File: config.mk
export PLATFORM = sky130hd
export DESIGN_NAME = stsr_ctrl
export DESIGN_NICKNAME = d
export VERILOG_FILES = /design/src/hw/rtl/stsr_pkg.sv /design/src/hw/rtl/stsr_ctrl.sv
export SDC_FILE = /design/constraint.sdc
export NUM_CORES = 1
export LEC_CHECK = 0
export BUFFER_PORTS_ARGS = -buffer_cell sky130_fd_sc_hd__buf_4
export CORE_AREA = 2 2 39 41
export CTS_CLUSTER_SIZE = 12
export DETAILED_ROUTE_END_ITERATION = 6
export DIE_AREA = 0 0 41 43
export GPL_TIMING_DRIVEN = 0
export PLACE_DENSITY_LB_ADDON = 0.3
export SYNTH_ARGS = -nofsm -noshare
export SYNTH_HDL_FRONTEND = slang
export SYNTH_SLANG_ARGS = --single-unit
export TNS_END_PERCENT = 30
File: constraint.sdc
create_clock -name i_clk -period 1.3 [get_ports i_clk]
set_clock_uncertainty 0.2 [all_clocks]
set_input_delay 0.065 -clock i_clk [delete_from_list [all_inputs] [get_ports i_clk]]
set_output_delay 0.065 -clock i_clk [all_outputs]
set_load 0.01 [all_outputs]
File: src/hw/rtl/stsr_pkg.sv
// Shared constants, command and status types for the spaced-tap shift register.
package stsr_pkg;

    // Ring and channel geometry
    localparam int RING_DEPTH    = 4096;
    localparam int PTR_W         = $clog2(RING_DEPTH);
    localparam int CHANNEL_COUNT = 16;
    localparam int CHAN_W        = 4;
    localparam int SAMPLE_BITS   = 16;
    localparam int CV_W          = 16;

    // Tap spacing limits
    localparam int SKIP_MAX      = RING_DEPTH / 32 - 1;
    localparam int INCR_MAX      = RING_DEPTH / 32 / CHANNEL_COUNT;
    localparam int SKIP_W        = 8;    // holds SKIP_MAX + 1
    localparam int INCR_W        = 4;    // holds INCR_MAX
    localparam int SKIP_KNOB_W   = 7;
    localparam int INCR_KNOB_W   = 4;

    // Configuration port
    localparam int CFG_W         = 7;
    localparam int CFG_IDX_W     = 2;
    localparam logic [CFG_IDX_W-1:0] CFG_SKIP_KNOB = 2'd0;
    localparam logic [CFG_IDX_W-1:0] CFG_INCR_KNOB = 2'd1;

    // Voltage scaling: 1 V = 3200 LSB, 10 V = 32000 LSB = 256 * 125
    localparam int ONE_VOLT       = 3200;
    localparam int HALF_TEN_VOLTS = 16000;
    localparam int Y_SHIFT        = 8;       // 32000 = 2^8 * 125
    localparam int Y_W            = 14;
    localparam int RECIP_MUL      = 33555;   // ceil(2^22 / 125), exact below 2^15
    localparam int RECIP_SHIFT    = 22;
    localparam int Q_W            = 8;
    localparam int SUM_W          = 10;

    typedef struct packed {
        logic load;    // take the input word, run the trigger detector
        logic scale;   // ring write, cv products and rounding offset
        logic limit;   // reciprocal multiply
        logic init;    // clamp, seed tap walker
        logic rd;      // read one tap, step the walker
    } t_dp_cmd;

    typedef struct packed {
        logic out_last;  // word held at the output is the final channel
    } t_dp_stat;

endpackage

File: src/hw/rtl/stsr_ctrl.sv
// Sequencing state machine for the spaced-tap shift register.
module stsr_ctrl (
    input  logic                i_clk,
    input  logic                i_rst_n,
    input  logic                i_in_valid,
    output logic                o_in_ready,
    output logic                o_out_valid,
    input  logic                i_out_ready,
    output stsr_pkg::t_dp_cmd   o_cmd,
    input  stsr_pkg::t_dp_stat  i_stat
);
    import stsr_pkg::*;

    localparam logic [2:0] ST_IDLE  = 3'd0;
    localparam logic [2:0] ST_SCALE = 3'd1;
    localparam logic [2:0] ST_LIMIT = 3'd2;
    localparam logic [2:0] ST_INIT  = 3'd3;
    localparam logic [2:0] ST_READ  = 3'd4;
    localparam logic [2:0] ST_SEND  = 3'd5;

    logic [2:0] r_state;
    logic [2:0] n_state;
    logic       w_take;

    assign o_in_ready  = (r_state == ST_IDLE);
    assign o_out_valid = (r_state == ST_SEND);
    assign w_take      = o_out_valid && i_out_ready;

    always_comb begin
        o_cmd       = '0;
        o_cmd.load  = (r_state == ST_IDLE) && i_in_valid;
        o_cmd.scale = (r_state == ST_SCALE);
        o_cmd.limit = (r_state == ST_LIMIT);
        o_cmd.init  = (r_state == ST_INIT);
        // next tap is read in the same cycle the current word leaves
        o_cmd.rd    = (r_state == ST_READ) || (w_take && !i_stat.out_last);
    end

    always_comb begin
        n_state = r_state;
        unique case (r_state)
            ST_IDLE:  if (i_in_valid) n_state = ST_SCALE;
            ST_SCALE: n_state = ST_LIMIT;
            ST_LIMIT: n_state = ST_INIT;
            ST_INIT:  n_state = ST_READ;
            ST_READ:  n_state = ST_SEND;
            ST_SEND:  if (w_take && i_stat.out_last) n_state = ST_IDLE;
            default:  n_state = ST_IDLE;
        endcase
    end

    always_ff @(posedge i_clk) begin
        if (!i_rst_n) begin
            r_state <= ST_IDLE;
        end else begin
            r_state <= n_state;
        end
    end

endmodule

== Yosys cells after proc, flatten, opt, wreduce, memory -nomap -nowiden ==
Index checks and enable logic that the tools add are counted.

* Input port bits: 5
* Register bits after elaboration: 3
* Word-level logic and storage cells: 19
* Output and inout port bits: 7

* Equal/unequal tests: 7
* Mux-type cells: 3
* Reduce and logical (&&, ||, !) cells: 8

{| class="wikitable"
|+ Operators by type and width
! operator !! number
|-
| 3-bit case mux with 6 select lines || 1
|-
| 3-bit by 2-bit == test with 1-bit output (second input constant) || 2
|-
| 3-bit == test (second input constant) || 2
|-
| 3-bit 2-to-1 mux || 2
|-
| 1-bit logical AND || 4
|-
| 3-bit by 1-bit == test with 1-bit output (second input constant) || 1
|-
| 3-bit zero test || 1
|-
| 2-bit by 1-bit != test with 1-bit output (second input constant) || 1
|-
| 2-bit != test (second input constant) || 1
|-
| 2-bit AND reduction || 1
|-
| 1-bit zero test || 1
|-
| 1-bit logical OR || 1
|}

== Depth between registers and ports, before layout ==
* Depth after elaboration: 5
* Depth in mapped cells: 3
* Mapped depth without buffers: 2

== Least setup slack after synthesis ==
No wires, ideal clock.

* Kind: register to output
* Start: register r_state[2]
* End: output o_cmd[4] (netlist bit)
* Path buffers: 1
* Arrival time: 0.883 ns
* Data required time: 1.035 ns
* Slack: 0.152 ns
* Cell stages (with the launch flop): 4
* Cells stage by stage: dfxtp_1 buf_6 nor3_2 and2_1

{| class="wikitable"
|+ RTL lines
! element !! line !! source
|-
| from (decl) || stsr_ctrl.sv:21 || <nowiki>logic [2:0] r_state;</nowiki>
|-
| from (signal assigned) || stsr_ctrl.sv:56 || <nowiki>r_state <= n_state;</nowiki>
|-
| to (decl) || stsr_ctrl.sv:9 || <nowiki>output stsr_pkg::t_dp_cmd o_cmd,</nowiki>
|}

==> flow_summary.ini <==
[sta]
period_share = 1.05
final.min_clock_period_ns = 1.36
slew_headroom = 0.878
setup_violations = 3
hold_viol = 0
fmax_mhz = 735
slew_violations = 0
worst_slew_pin_slew_ns = 0.183
worst_slack_ns = -0.0597
grt_setup_unrepaired = true

[place]
io_buffers = 11
gp_congestion = 0.570
dpl-instance-area_um2 = 327
hpwl_um = 389

[setup_path]
end_kind = output pin
path_max_fanout = 8
r2r_start = r_state[1]$_SDFFE_PN0P_
worst-setup-path-type = reg -> out
r2r_slack_ns = 0.15
required_ns = 1.03
cp-endpoint = o_cmd[4]
r2r_cells = 3
worstPathArrival_ns = 1.09
r2r_end = r_state[0]$_SDFFE_PN0P_
start_kind = flop
startpoint = r_state[2]$_SDFFE_PN0P_

[layout]
largest_reg_flops = 3
multi_input_area_um2 = 139
fill_cells = 155
reg_top3 = r_state x3
n_antenna_cell = 0
area_growth_pct = 78.8
finish.utilization = 0.289
finalNetCount = 49
seqCellArea_um2 = 62.6
drive_gt1_frac = 0.581
top_register = r_state
design_area_um2 = 400

[power_and_ir_drop]
power_frac_comb = 0.425
ir_worst_vdd_v = 0.000525
p_per_area_nw_per_um2 = 1170
switching_share = 0.282
leakage_nw = 0.192
p_int_uw = 337
seqPwrFrac = 0.233
power.switching_uw = 132
power_frac_clock = 0.342

[clocking]
clk_latency_ns = 0.23
cts.htree.levels = 1
clock_path_buffers = 2
clkTransAtPathRegs_ns = 0.04
cts-root-buf = clkbuf_4
cts_tree = done
cts.sinks = 3
cts_buffers = 3

[worst_hold_path]
min_path_type = in -> reg

[drt]
drt_iter0_markers = 4
wl_um = 557
first_pass_iters = 2
met3_length_um = 71
vias_per_cell = 3.93
drtAntennaViolNets = 0
wire_per_inst_um = 9.44
vias = 232
drc = 0
wl_met1_um = 232
dr_wl_met2_um = 253
top_layer = met3

[job]
maxCapViolCount = 0

[logic_synthesis]
synth.area.top_cells = dfxtp_1 27%, buf_6 15%, nor3b_1 6.7%, nand2b_1 5.6%, o2111a_1 5.0%
postSynth.asyncResetShare = 0
synth_cell_types = 18
synth-edff-count = 0
syn_area_um2 = 224
synth_top_area_frac = 0.268
yosysWarnings = 0
synth_seq_cells = 3
synth_nets = 30
synth_common_cells = 3 x buf_6, 3 x dfxtp_1, 2 x nand2_1, 2 x nand2b_1, 2 x nor3b_1
synthFlopType = dfxtp_1
netlist_instances = 25
yosysTopAreaCell = dfxtp_1
avgSynthCellArea_um2 = 8.96
seq_area_frac_synth = 0.268

[die]
core.rowCount = 14
ios = 12
fp.dieH_um = 43
design.die.area_um2 = 1760
die_w_um = 41
core_area_um2 = 1380
initial_core_util = 0.162

[run_status]
violations = negative setup slack
outcome = finished with violations

[grt]
grt_pass1_vias = 228
grt_overflow = 0
grt_max_degree = 11
antenna_found_initial = 0
grt_pass1_wl_um = 841
grtUsageTotal = 0.0752
-- cell usage in the layout, fill, tap and decap left out, types with 2 or more instances in the layout --
master    netlist  layout
buf_4           0      11
buf_6           3       5
clkbuf_4        0       3
dfxtp_2         0       2
nand2_1         2       2
nand2b_1        2       2
nor3b_1         2       2
-- kinds of logic after synthesis --
family                 after synthesis  share of synthesized area
AO/OA/AOI/OAI                        4                      0.162
XOR/XNOR                             1                     0.0391
buffers and inverters                4                      0.168
flip-flops                           3                      0.268
AND/OR/NAND/NOR                     13                      0.363
-- worst min-delay path by stage --
stage	cells past startpoint	start	end
4_1_cts	3	i_in_valid	r_state[0]$_SDFFE_PN0P_
3_3_place_gp	2	i_rst_n	r_state[0]$_SDFFE_PN0P_
5_1_grt	3	i_in_valid	r_state[0]$_SDFFE_PN0P_
2_1_floorplan	1	i_rst_n	r_state[0]$_SDFFE_PN0P_
3_5_place_dp	2	i_rst_n	r_state[0]$_SDFFE_PN0P_
6_report	3	i_stat	r_state[0]$_SDFFE_PN0P_
-- critical path: stages, from the launching register on --
cell and delay, ns:
dfxtp_2 0.31, buf_6 0.13, nor3_4 0.18, and2_4 0.16
buf_6 0.09
-- per-layer routing --
layer,up-vias,track usage
met2,12,0.116
met5,-,0
met3,0,0.0157
met4,0,0.0800
li1,123,-
met1,97,0.0735
-- metrics by stage --
step                instances  worst slack, ns  power (mW)  hold WS (ns)  TNS (ns)
finish                     59          -0.0597       0.469        0.0259   -0.0896
global route               59           -0.107       0.507        0.0212    -0.448
CTS                        58          -0.0661       0.456        0.0125    -0.166
detailed placement         52            0.160       0.270         0.160         0
global placement           52            0.167       0.269         0.160         0
floorplan                  25            0.152       0.209       0.00460         0
-- power groups by stage --
stage | sequential [mW] | clock [mW] | combinational, mW
global route | 0.110 | 0.179 | 0.218
floorplan | 0.109 | 0 | 0.0997
CTS | 0.108 | 0.173 | 0.175
detailed placement | 0.109 | 0 | 0.161
global placement | 0.109 | 0 | 0.160
finish | 0.109 | 0.160 | 0.199
-- cell type report --
class,instances,share of cell area
plain buffers,3,0.0844
clock buffers,4,0.0656
inverters,1,0.00938
multi-input cells,18,0.347
flip-flops and latches,3,0.156
well taps,16,0.0500
repair buffers,14,0.287
-- repair_timing --
action,in CTS,in global routing
buffers inserted,1,1
pin swaps,2,2
endpoints found under the setup margin,4,5
endpoints found under the hold margin,3,0
gates resized for setup,1,7
hold buffers,1,0
Power figures use the tool's default switching activity.
